File: config.mk
export PLATFORM = sky130hd
export DESIGN_NAME = eh_callsite_table_search_flat
export DESIGN_NICKNAME = d
export VERILOG_FILES = /design/src/ehcst_pkg.sv /design/src/ehcst_if.sv /design/src/ehcst_parser.sv /design/src/eh_callsite_table_search.sv /design/src/flat_wrapper.sv
export SDC_FILE = /design/constraint.sdc
export NUM_CORES = 2
export LEC_CHECK = 0
export ABC_CLOCK_PERIOD_IN_PS = 29300
export BUFFER_PORTS_ARGS = -buffer_cell sky130_fd_sc_hd__buf_4
export CORE_UTILIZATION = 43
export CTS_BUF_LIST = sky130_fd_sc_hd__clkbuf_4 sky130_fd_sc_hd__clkbuf_8 sky130_fd_sc_hd__clkbuf_16
export CTS_CLUSTER_SIZE = 30
export DETAILED_ROUTE_END_ITERATION = 10
export SLEW_MARGIN = 0
export SYNTH_ARGS = -nofsm -noshare
export SYNTH_HDL_FRONTEND = slang
export SYNTH_SLANG_ARGS = --single-unit
File: constraint.sdc
create_clock -name clock -period 29.3 [get_ports clock]
set_input_delay 2.93 -clock clock [delete_from_list [all_inputs] [get_ports clock]]
set_output_delay 2.93 -clock clock [all_outputs]
set_load 0.02 [all_outputs]
File: src/ehcst_pkg.sv
// Shared types and constants for the call-site table search block.
package ehcst_pkg;

   // Address arithmetic width; all address sums wrap at this width
   localparam int ADDR_W = 64;

   // Encoding bytes of the table header
   localparam logic [7:0] ENC_OMIT   = 8'hff;
   localparam logic [7:0] ENC_ULEB   = 8'h01;
   localparam logic [7:0] ENC_UDATA4 = 8'h03;

   // uleb128 shift count stops growing once it is at or above this value
   localparam logic [6:0] LEB_SHIFT_CAP = 7'd120;
   localparam logic [6:0] LEB_STEP      = 7'd7;

   // Pad kinds
   localparam logic [2:0] KIND_NONE      = 3'd0;
   localparam logic [2:0] KIND_CLEANUP   = 3'd1;
   localparam logic [2:0] KIND_CATCH     = 3'd2;
   localparam logic [2:0] KIND_BOTH      = 3'd3;
   localparam logic [2:0] KIND_TERMINATE = 3'd4;

   // Error codes
   localparam logic [2:0] ERR_OK        = 3'd0;
   localparam logic [2:0] ERR_START_ENC = 3'd1;
   localparam logic [2:0] ERR_SITE_ENC  = 3'd2;
   localparam logic [2:0] ERR_ACTION    = 3'd3;
   localparam logic [2:0] ERR_TRUNC     = 3'd4;
   localparam logic [2:0] ERR_LEB       = 3'd5;

   // One input word
   typedef struct packed {
      logic [7:0]  table_byte;
      logic        first;
      logic        last;
      logic [63:0] search_ip;
      logic [63:0] region_start;
   } item_type;

   // One result word
   typedef struct packed {
      logic [2:0]  pad_kind;
      logic [63:0] pad_address;
      logic [2:0]  error_code;
   } res_type;

endpackage

File: src/ehcst_if.sv
// Valid/ready channel interfaces for the request and response sides.
interface ehcst_req_if;
   logic        valid;
   logic        ready;
   logic [7:0]  table_byte;
   logic        first;
   logic        last;
   logic [63:0] search_ip;
   logic [63:0] region_start;

   modport source (output valid, output table_byte, output first, output last,
                   output search_ip, output region_start, input ready);
   modport sink (input valid, input table_byte, input first, input last,
                 input search_ip, input region_start, output ready);
endinterface

interface ehcst_rsp_if;
   logic        valid;
   logic        ready;
   logic [2:0]  pad_kind;
   logic [63:0] pad_address;
   logic [2:0]  error_code;

   modport source (output valid, output pad_kind, output pad_address,
                   output error_code, input ready);
   modport sink (input valid, input pad_kind, input pad_address,
                 input error_code, output ready);
endinterface

File: src/ehcst_parser.sv
// Byte-at-a-time parser and call-site walker holding the search state.
module ehcst_parser
   import ehcst_pkg::*;
(
   input  logic     clock,
   input  logic     reset,
   input  logic     step,
   input  item_type item,
   output logic     res_valid,
   output res_type  res
);

   localparam logic [2:0] PH_IDLE    = 3'd0;
   localparam logic [2:0] PH_LPSTART = 3'd1;
   localparam logic [2:0] PH_TTENC   = 3'd2;
   localparam logic [2:0] PH_TTOFF   = 3'd3;
   localparam logic [2:0] PH_SITEENC = 3'd4;
   localparam logic [2:0] PH_TABLEN  = 3'd5;
   localparam logic [2:0] PH_ENTRY   = 3'd6;
   localparam logic [2:0] PH_WAIT    = 3'd7;

   logic [2:0]        phase_ff, phase_in;
   logic [ADDR_W-1:0] acc_ff, acc_in;
   logic [6:0]        shift_ff, shift_in;
   logic              uses_leb_ff, uses_leb_in;
   logic [63:0]       sbl_ff, sbl_in;
   logic [1:0]        field_ff, field_in;
   logic [1:0]        wbi_ff, wbi_in;
   logic [ADDR_W-1:0] start_ff, start_in;
   logic [ADDR_W-1:0] length_ff, length_in;
   logic [ADDR_W-1:0] pad_ff, pad_in;
   logic [ADDR_W-1:0] sabs_ff, sabs_in;
   logic [ADDR_W-1:0] send_ff, send_in;
   logic [ADDR_W-1:0] pad_abs_ff, pad_abs_in;
   logic [ADDR_W-1:0] ipm_ff, ipm_in;
   logic [ADDR_W-1:0] region_ff, region_in;
   logic [6:0]        action_ff, action_in;
   logic [7:0]        count_ff, count_in;

   logic [7:0]        tb;
   logic [ADDR_W+6:0] leb_wide;
   logic              leb_ovf;
   logic [ADDR_W-1:0] leb_acc;
   logic [6:0]        leb_shift_nx;
   logic [ADDR_W-1:0] word_acc;
   logic [ADDR_W-1:0] pad_sum;
   logic [63:0]       sbl_dec;

   assign tb = item.table_byte;

   // uleb128 digit: place seven payload bits, flag bits past the address width
   always_comb begin
      leb_wide = (ADDR_W + 7)'(tb[6:0]) << shift_ff;
      if (shift_ff >= 7'(ADDR_W)) begin
         leb_ovf = (tb[6:0] != 7'd0);
         leb_acc = acc_ff;
      end else begin
         leb_ovf = (leb_wide[ADDR_W+6:ADDR_W] != 7'd0);
         leb_acc = acc_ff | leb_wide[ADDR_W-1:0];
      end
      leb_shift_nx = (shift_ff < LEB_SHIFT_CAP) ? 7'(shift_ff + LEB_STEP) : shift_ff;
   end

   // little-endian 4-byte word: place the byte by its index
   assign word_acc = acc_ff | (ADDR_W'(tb) << {wbi_ff, 3'b000});
   assign pad_sum  = pad_ff + region_ff;
   assign sbl_dec  = sbl_ff - 64'd1;

   // next state and result for the current byte
   always_comb begin
      logic [2:0] cur;
      logic       done;

      phase_in    = phase_ff;
      acc_in      = acc_ff;
      shift_in    = shift_ff;
      uses_leb_in = uses_leb_ff;
      sbl_in      = sbl_ff;
      field_in    = field_ff;
      wbi_in      = wbi_ff;
      start_in    = start_ff;
      length_in   = length_ff;
      pad_in      = pad_ff;
      sabs_in     = sabs_ff;
      send_in     = send_ff;
      pad_abs_in  = pad_abs_ff;
      ipm_in      = ipm_ff;
      region_in   = region_ff;
      action_in   = action_ff;
      count_in    = count_ff;
      res_valid   = 1'b0;
      res         = '0;
      done        = 1'b0;
      cur         = phase_ff;

      // start a new search on a first-marked word
      if (step && item.first) begin
         cur       = PH_LPSTART;
         ipm_in    = ADDR_W'(item.search_ip) - ADDR_W'(1);
         region_in = ADDR_W'(item.region_start);
      end

      if (step) begin
         case (cur)
            PH_LPSTART: begin
               if (tb != ENC_OMIT) begin
                  res_valid = 1'b1;
                  res.error_code = ERR_START_ENC;
                  phase_in = PH_IDLE;
               end else begin
                  phase_in = PH_TTENC;
               end
            end
            PH_TTENC: begin
               acc_in   = '0;
               shift_in = '0;
               wbi_in   = '0;
               phase_in = (tb != ENC_OMIT) ? PH_TTOFF : PH_SITEENC;
            end
            PH_TTOFF: begin
               acc_in   = leb_acc;
               shift_in = leb_shift_nx;
               if (leb_ovf) begin
                  res_valid = 1'b1;
                  res.error_code = ERR_LEB;
                  phase_in = PH_IDLE;
               end else if (!tb[7]) begin
                  phase_in = PH_SITEENC;
               end
            end
            PH_SITEENC: begin
               if (tb == ENC_UDATA4 || tb == ENC_ULEB) begin
                  uses_leb_in = (tb == ENC_ULEB);
                  acc_in   = '0;
                  shift_in = '0;
                  wbi_in   = '0;
                  phase_in = PH_TABLEN;
               end else begin
                  res_valid = 1'b1;
                  res.error_code = ERR_SITE_ENC;
                  phase_in = PH_IDLE;
               end
            end
            PH_TABLEN: begin
               acc_in   = leb_acc;
               shift_in = leb_shift_nx;
               if (leb_ovf) begin
                  res_valid = 1'b1;
                  res.error_code = ERR_LEB;
                  phase_in = PH_IDLE;
               end else if (!tb[7]) begin
                  sbl_in = 64'(leb_acc);
                  if (leb_acc == '0) begin
                     res_valid = 1'b1;
                     phase_in = PH_IDLE;
                  end else begin
                     field_in = 2'd0;
                     acc_in   = '0;
                     shift_in = '0;
                     wbi_in   = '0;
                     phase_in = PH_ENTRY;
                  end
               end
            end
            PH_ENTRY: begin
               sbl_in = sbl_dec;
               if (field_ff != 2'd3) begin
                  // precompute the absolute range while later fields stream in
                  if (field_ff == 2'd1) sabs_in = start_ff + region_ff;
                  if (field_ff == 2'd2) send_in = sabs_ff + length_ff;
                  if (uses_leb_ff) begin
                     acc_in   = leb_acc;
                     shift_in = leb_shift_nx;
                     done     = !tb[7];
                  end else begin
                     acc_in = word_acc;
                     if (wbi_ff == 2'd3) done = 1'b1;
                     else wbi_in = 2'(wbi_ff + 2'd1);
                  end
                  if (uses_leb_ff && leb_ovf) begin
                     res_valid = 1'b1;
                     res.error_code = ERR_LEB;
                     phase_in = PH_IDLE;
                  end else begin
                     if (done) begin
                        case (field_ff)
                           2'd0:    start_in  = acc_in;
                           2'd1:    length_in = acc_in;
                           default: pad_in    = acc_in;
                        endcase
                        field_in = 2'(field_ff + 2'd1);
                        acc_in   = '0;
                        shift_in = '0;
                        wbi_in   = '0;
                     end
                     if (sbl_dec == 64'd0) begin
                        res_valid = 1'b1;
                        res.error_code = ERR_TRUNC;
                        phase_in = PH_IDLE;
                     end
                  end
               end else begin
                  // action byte: compare the address against this entry
                  if (tb[7]) begin
                     res_valid = 1'b1;
                     res.error_code = ERR_ACTION;
                     phase_in = PH_IDLE;
                  end else if (ipm_ff < sabs_ff) begin
                     res_valid = 1'b1;
                     res.pad_kind = KIND_TERMINATE;
                     phase_in = PH_IDLE;
                  end else if (ipm_ff < send_ff) begin
                     pad_abs_in = pad_sum;
                     if (pad_ff == '0 || tb == 8'd0) begin
                        res_valid = 1'b1;
                        res.pad_kind = (pad_ff == '0) ? KIND_NONE : KIND_CLEANUP;
                        res.pad_address = 64'(pad_sum);
                        phase_in = PH_IDLE;
                     end else begin
                        action_in = tb[6:0];
                        count_in  = 8'd0;
                        phase_in  = PH_WAIT;
                     end
                  end else if (sbl_dec == 64'd0) begin
                     res_valid = 1'b1;
                     res.pad_kind = KIND_TERMINATE;
                     phase_in = PH_IDLE;
                  end else begin
                     field_in = 2'd0;
                     acc_in   = '0;
                     shift_in = '0;
                     wbi_in   = '0;
                  end
               end
            end
            PH_WAIT: begin
               // skip the rest of the call-site table, then count to the action
               if (sbl_ff != 64'd0) begin
                  sbl_in = sbl_dec;
               end else if (count_ff == {1'b0, action_ff}) begin
                  res_valid = 1'b1;
                  res.pad_kind = (tb == 8'd0) ? KIND_CATCH : KIND_BOTH;
                  res.pad_address = 64'(pad_abs_ff);
                  phase_in = PH_IDLE;
               end else begin
                  count_in = 8'(count_ff + 8'd1);
               end
            end
            default: begin
               phase_in = PH_IDLE;
            end
         endcase

         // flag truncation when the final byte leaves the search open
         if (!res_valid && item.last && phase_in != PH_IDLE) begin
            res_valid = 1'b1;
            res = '0;
            res.error_code = ERR_TRUNC;
            phase_in = PH_IDLE;
         end
      end
   end

   // hold the parse state
   always_ff @(posedge clock) begin
      if (reset) begin
         phase_ff <= PH_IDLE;
      end else begin
         phase_ff <= phase_in;
      end
      acc_ff      <= acc_in;
      shift_ff    <= shift_in;
      uses_leb_ff <= uses_leb_in;
      sbl_ff      <= sbl_in;
      field_ff    <= field_in;
      wbi_ff      <= wbi_in;
      start_ff    <= start_in;
      length_ff   <= length_in;
      pad_ff      <= pad_in;
      sabs_ff     <= sabs_in;
      send_ff     <= send_in;
      pad_abs_ff  <= pad_abs_in;
      ipm_ff      <= ipm_in;
      region_ff   <= region_in;
      action_ff   <= action_in;
      count_ff    <= count_in;
   end

endmodule

File: src/eh_callsite_table_search.sv
// Top level: input register, parser and two-word response buffer.
//
// Usage: stream the bytes of one exception table on req_ch, one word per
// byte. The word with first set opens a search and carries the return
// address and the region base; last marks the final available byte.
// At most one response word per search appears on rsp_ch: pad kind, pad
// address and error code. A matching entry with a nonzero pad and action
// answers on the byte at that offset past the end of the call-site table,
// or with a truncation error if last comes first. Throughput: one byte
// per cycle while the response buffer has room; the parse state advances
// once per byte through a single step of shift, add and compare logic.
// A response passes the input register, then the response buffer.
// Reset: synchronous, active high; the parser returns to idle and both
// buffers empty. Bytes without first while idle are dropped silently.
// Stall: the two-entry response buffer keeps taking bytes while one word
// waits; req_ch.ready drops only when both entries are full and the input
// register holds a byte.
module eh_callsite_table_search
   import ehcst_pkg::*;
(
   input  logic        clock,
   input  logic        reset,
   ehcst_req_if.sink   req_ch,
   ehcst_rsp_if.source rsp_ch
);

   logic       in_valid_ff, in_valid_in;
   item_type   item_ff;
   logic       space;
   logic       step;
   logic       take;
   logic       par_valid;
   res_type    par_res;

   res_type    buf_ff [2];
   logic       wr_ptr_ff, wr_ptr_in;
   logic       rd_ptr_ff, rd_ptr_in;
   logic [1:0] count_ff, count_in;
   logic       push, pop;

   // advance the held byte when the response buffer has room
   assign space        = (count_ff != 2'd2);
   assign step         = in_valid_ff && space;
   assign req_ch.ready = !in_valid_ff || space;
   assign take         = req_ch.valid && req_ch.ready;
   assign in_valid_in  = take ? 1'b1 : (step ? 1'b0 : in_valid_ff);

   always_ff @(posedge clock) begin
      if (reset) begin
         in_valid_ff <= 1'b0;
      end else begin
         in_valid_ff <= in_valid_in;
      end
      if (take) begin
         item_ff.table_byte   <= req_ch.table_byte;
         item_ff.first        <= req_ch.first;
         item_ff.last         <= req_ch.last;
         item_ff.search_ip    <= req_ch.search_ip;
         item_ff.region_start <= req_ch.region_start;
      end
   end

   ehcst_parser u_parser (
      .clock     (clock),
      .reset     (reset),
      .step      (step),
      .item      (item_ff),
      .res_valid (par_valid),
      .res       (par_res)
   );

   // queue responses, drain in order
   assign push      = step && par_valid;
   assign pop       = rsp_ch.valid && rsp_ch.ready;
   assign wr_ptr_in = push ? !wr_ptr_ff : wr_ptr_ff;
   assign rd_ptr_in = pop ? !rd_ptr_ff : rd_ptr_ff;
   assign count_in  = 2'(count_ff + {1'b0, push} - {1'b0, pop});

   always_ff @(posedge clock) begin
      if (reset) begin
         wr_ptr_ff <= 1'b0;
         rd_ptr_ff <= 1'b0;
         count_ff  <= 2'd0;
      end else begin
         wr_ptr_ff <= wr_ptr_in;
         rd_ptr_ff <= rd_ptr_in;
         count_ff  <= count_in;
      end
      if (push) begin
         buf_ff[wr_ptr_ff] <= par_res;
      end
   end

   assign rsp_ch.valid       = (count_ff != 2'd0);
   assign rsp_ch.pad_kind    = buf_ff[rd_ptr_ff].pad_kind;
   assign rsp_ch.pad_address = buf_ff[rd_ptr_ff].pad_address;
   assign rsp_ch.error_code  = buf_ff[rd_ptr_ff].error_code;

endmodule
File: src/flat_wrapper.sv
// flat-port wrapper written by rule: the top's interface ports become plain ports
module eh_callsite_table_search_flat import ehcst_pkg::*;
  (clock, reset, req_ch_valid, req_ch_table_byte, req_ch_first, req_ch_last, req_ch_search_ip, req_ch_region_start, req_ch_ready, rsp_ch_valid, rsp_ch_pad_kind, rsp_ch_pad_address, rsp_ch_error_code, rsp_ch_ready);
  ehcst_req_if req_ch_i ();
  ehcst_rsp_if rsp_ch_i ();
  input  logic clock;
  input  logic reset;
  input wire logic [$bits(req_ch_i.valid)-1:0] req_ch_valid;
  input wire logic [$bits(req_ch_i.table_byte)-1:0] req_ch_table_byte;
  input wire logic [$bits(req_ch_i.first)-1:0] req_ch_first;
  input wire logic [$bits(req_ch_i.last)-1:0] req_ch_last;
  input wire logic [$bits(req_ch_i.search_ip)-1:0] req_ch_search_ip;
  input wire logic [$bits(req_ch_i.region_start)-1:0] req_ch_region_start;
  output wire logic [$bits(req_ch_i.ready)-1:0] req_ch_ready;
  output wire logic [$bits(rsp_ch_i.valid)-1:0] rsp_ch_valid;
  output wire logic [$bits(rsp_ch_i.pad_kind)-1:0] rsp_ch_pad_kind;
  output wire logic [$bits(rsp_ch_i.pad_address)-1:0] rsp_ch_pad_address;
  output wire logic [$bits(rsp_ch_i.error_code)-1:0] rsp_ch_error_code;
  input wire logic [$bits(rsp_ch_i.ready)-1:0] rsp_ch_ready;
  assign req_ch_i.valid = req_ch_valid;
  assign req_ch_i.table_byte = req_ch_table_byte;
  assign req_ch_i.first = req_ch_first;
  assign req_ch_i.last = req_ch_last;
  assign req_ch_i.search_ip = req_ch_search_ip;
  assign req_ch_i.region_start = req_ch_region_start;
  assign req_ch_ready = req_ch_i.ready;
  assign rsp_ch_valid = rsp_ch_i.valid;
  assign rsp_ch_pad_kind = rsp_ch_i.pad_kind;
  assign rsp_ch_pad_address = rsp_ch_i.pad_address;
  assign rsp_ch_error_code = rsp_ch_i.error_code;
  assign rsp_ch_i.ready = rsp_ch_ready;
  eh_callsite_table_search u_core (.clock(clock), .reset(reset), .req_ch(req_ch_i), .rsp_ch(rsp_ch_i));
endmodule
==> flow_metrics.py <==
metrics = {
    "status": {
        "outcome": "complete, no violations",
    },
    "placement": {
        "port_buffers": 213,
        "dp_hpwl_um": 116000,
        "place_area_mm2": 0.0550,
        "routabilityCongestion": 0.954,
        "pre_cts_ws_ns": 22.89,
    },
    "timing": {
        "final-hold-violation-count": 0,
        "setup_ws_ns": 22.62,
        "setup_tns_ns": 0,
        "rsz0062_at_grt": "false",
        "worstMarginPinSlew_ns": 1.37,
        "finalSetupViolations": 0,
        "hold_slack_ns": 0.407,
        "fin_skew_ns": 0.0411,
        "slew_headroom_pct": 8.57,
        "period_share_pct": 22.8,
        "min_period_ns": 6.68,
        "max_freq_mhz": 150,
        "drv_slew": 0,
    },
    "synth": {
        "ys_seq_elements": 954,
        "syn_nets": 4913,
        "netlist_top_cells_count": "945 x edfxtp_1, 376 x nor2_1, 330 x a21oi_1",
        "synth_area_leaders": "edfxtp_1 55%, ha_1 7.9%, a21oi_1 3.2%",
        "netlist_instances": 4440,
        "async_reset_ff_share_pct": 0,
        "syn_avg_cell_area_um2": 11.6,
        "synth_area_leader_cell": "edfxtp_1",
        "synth_edf_count": 945,
        "synthFlopType": "edfxtp_1",
        "ys_seq_area_share_pct": 55.3,
        "synth.top_cell.area_share_pct": 54.9,
        "synthDistinctLibCells": 95,
        "netlist_area_mm2": 0.0517,
        "ys_warn_count": 0,
        "synthMostInstantiatedCell": "edfxtp_1",
    },
    "clock_tree": {
        "cts_root_buf": "clkbuf_16",
        "cts_buffers": 107,
        "numClockSinks": 954,
        "clockBufferDepth": 3,
        "cts_tree": "built",
        "postCtsSetupBuffers": 0,
        "hold_buffers": 0,
        "clk_latency_ns": 0.75,
        "cts_resized": 0,
        "cts_max_level": 3,
        "path_clk_slew_ns": 0.06,
    },
    "worst_hold_path": {
        "hold_path_class": "register to register",
    },
    "power_and_ir_drop": {
        "p_int_uw": 2520,
        "netSwitchingFraction_pct": 24.6,
        "leakage_uw": 0.0212,
        "p_total_uw": 3340,
        "power_frac_comb_pct": 9.9,
        "peakVddDrop_v": 0.0000570,
        "seqPwrFrac_pct": 47.7,
        "power.density_mw_per_mm2": 56.9,
        "switchingPower_uw": 822,
        "clockPowerShare_pct": 42.4,
    },
    "critical_path": {
        "slowest_delay_ns": 1.21,
        "critPathLaunchType": "register",
        "crit_path_top_delay_cell": "a222oi_1",
        "cp.required_ns": 29.64,
        "worstPathCellList": "nor2b_1 -> a222oi_1 -> o21ai_0 -> a21oi_1 -> o211ai_1 -> or4_1 -> nor4_4 -> a2111o_1 -> a31oi_1 -> o211a_1 -> a21oi_4 -> nor2b_4 -> buf_4",
        "path_class": "register to register",
        "cp.arrival_ns": 7.01,
        "cp_num_buf_inv": 1,
        "crit_fanout": 70,
        "path_delay_family": "compound AO/OA/AOI/OAI gates",
        "worstSetupEndpointType": "register",
    },
    "final_layout": {
        "drive_above_1_share_pct": 12.7,
        "synthToLayoutAreaGrowth_pct": 13.6,
        "fin_area_mm2": 0.0587,
        "nets": 5098,
    },
    "floorplan": {
        "die_w_um": 349,
        "initial_utilization_pct": 43.6,
        "die_area_mm2": 0.122,
        "ios": 214,
        "core_area_mm2": 0.119,
        "num_rows": 126,
        "die_h_um": 349,
    },
    "routing": {
        "ant_nets": 0,
        "totalWireLength_um": 154000,
        "viasPerCell": 5.90,
        "num_vias": 37300,
        "dr.first_iter.drc_count": 3681,
        "wl_per_cell_um": 24.4,
        "drt_first_pass_iters": 6,
        "drc": 0,
    },
    "global_route": {
        "grt_usage_pct": 24.9,
        "grt_max_degree": 80,
        "antenna_found_initial": 6,
        "grt_pass1_wl_um": 228000,
        "grt_pass1_vias": 35700,
        "grt_overflow_total": 0,
    },
    "run": {
        "cap_violations": 0,
    },
}
power groups by stage:
stage | Combinational (uW) | Clock [uW] | Sequential [uW]
after floorplan | 221 | 0 | 1590
after global placement | 329 | 0 | 1620
after detailed placement | 330 | 0 | 1620
after CTS | 332 | 1440 | 1590
after global routing | 355 | 1490 | 1600
final | 331 | 1420 | 1590
registers in the layout (all words and copies together), names as in the netlist, 64 cells and up, named ones only:
register,count
u_core.u_parser.pad_ff,64
u_core.item_ff,138
u_core.buf_ff,140
u_core.u_parser.ipm_ff,64
u_core.u_parser.sabs_ff,64
u_core.u_parser.length_ff,64
u_core.u_parser.pad_abs_ff,64
u_core.u_parser.start_ff,64
u_core.u_parser.send_ff,64
u_core.u_parser.acc_ff,64
u_core.u_parser.region_ff,64
u_core.u_parser.sbl_ff,64
final cells by class:
type	instances	area, um2
sequential	954	28600
clock inverter	73	883
fill	10500	59800
clock buffer	128	2860
inverter	194	733
antenna	2	5.00
tap	1600	2000
multi-input combinational	3114	21800
timing repair buffer	254	1910
path summary, 6_finish.rpt:
| path | start | endpoint | slack [ns] | cells after the start |
|---|---|---|---|---|
| worst max-delay path | u_core.u_parser.shift_ff[2] | u_core.buf_ff[0][41] | 22.62 | 13 |
| worst min-delay path | u_core.item_ff[4] | u_core.u_parser.region_ff[4] | 0.41 | 0 |
| worst max register to register | u_core.u_parser.shift_ff[2] | u_core.buf_ff[0][41] | 22.62 | 13 |
| worst min register to register | u_core.item_ff[4] | u_core.u_parser.region_ff[4] | 0.41 | 0 |
per-stage QoR:
step	instances	utilization, %
floorplan	4440	-
global placement	6116	46.4
detailed placement	6116	46.4
CTS	6317	49.5
global route	6317	49.5
finish	6319	49.5
per-layer routing:
layer / GRT usage, % / part of all wire, %
met1: 34.5 / 44
met2: 40.4 / 47
met3: 4.04 / 6.6
met4: 6.98 / 2.7
met5: 0 / 0.0065
cells by family (layout without fill, tap and decap cells):
group                    Yosys count  in the layout  synth area share (%)
buffers and inverters            372            649                  2.82
AND/OR/NAND/NOR                 1216           1216                  11.8
XOR/XNOR                         310            310                  5.25
adder cells (fa/ha/maj)          331            331                  8.06
flip-flops                       954            954                  55.3
other                              0              2                     0
multiplexers                     103            103                  2.23
AO/OA/AOI/OAI                   1154           1154                  14.6
worst reg2reg max path: stages (launching register included):
cell and delay (ns):
edfxtp_1 0.97, nor2b_1 0.23, a222oi_1 1.21, o21ai_0 0.61, a21oi_1 0.39, o211ai_1 0.13
or4_1 0.54, nor4_4 0.53, a2111o_1 0.24, a31oi_1 0.04, o211a_1 0.20, a21oi_4 0.18
nor2b_4 0.16, buf_4 0.77
layout by cell type (no fill, tap or decap), types with 36 or more instances in the layout:
cell type / instances
xnor2_1: 156
edfxtp_1: 945
a221o_1: 36
a31oi_1: 36
nor3_1: 88
a211oi_1: 64
xor2_1: 154
nor2_1: 372
nand4_1: 87
nand2_1: 230
inv_1: 193
a22oi_1: 72
buf_4: 254
mux2_2: 76
nor4_1: 67
a21o_1: 138
and2_1: 42
nand3_1: 85
ha_1: 328
o21ai_0: 224
clkbuf_16: 107
a21oi_1: 329
Note: power is estimated with default switching activity, not from simulation.
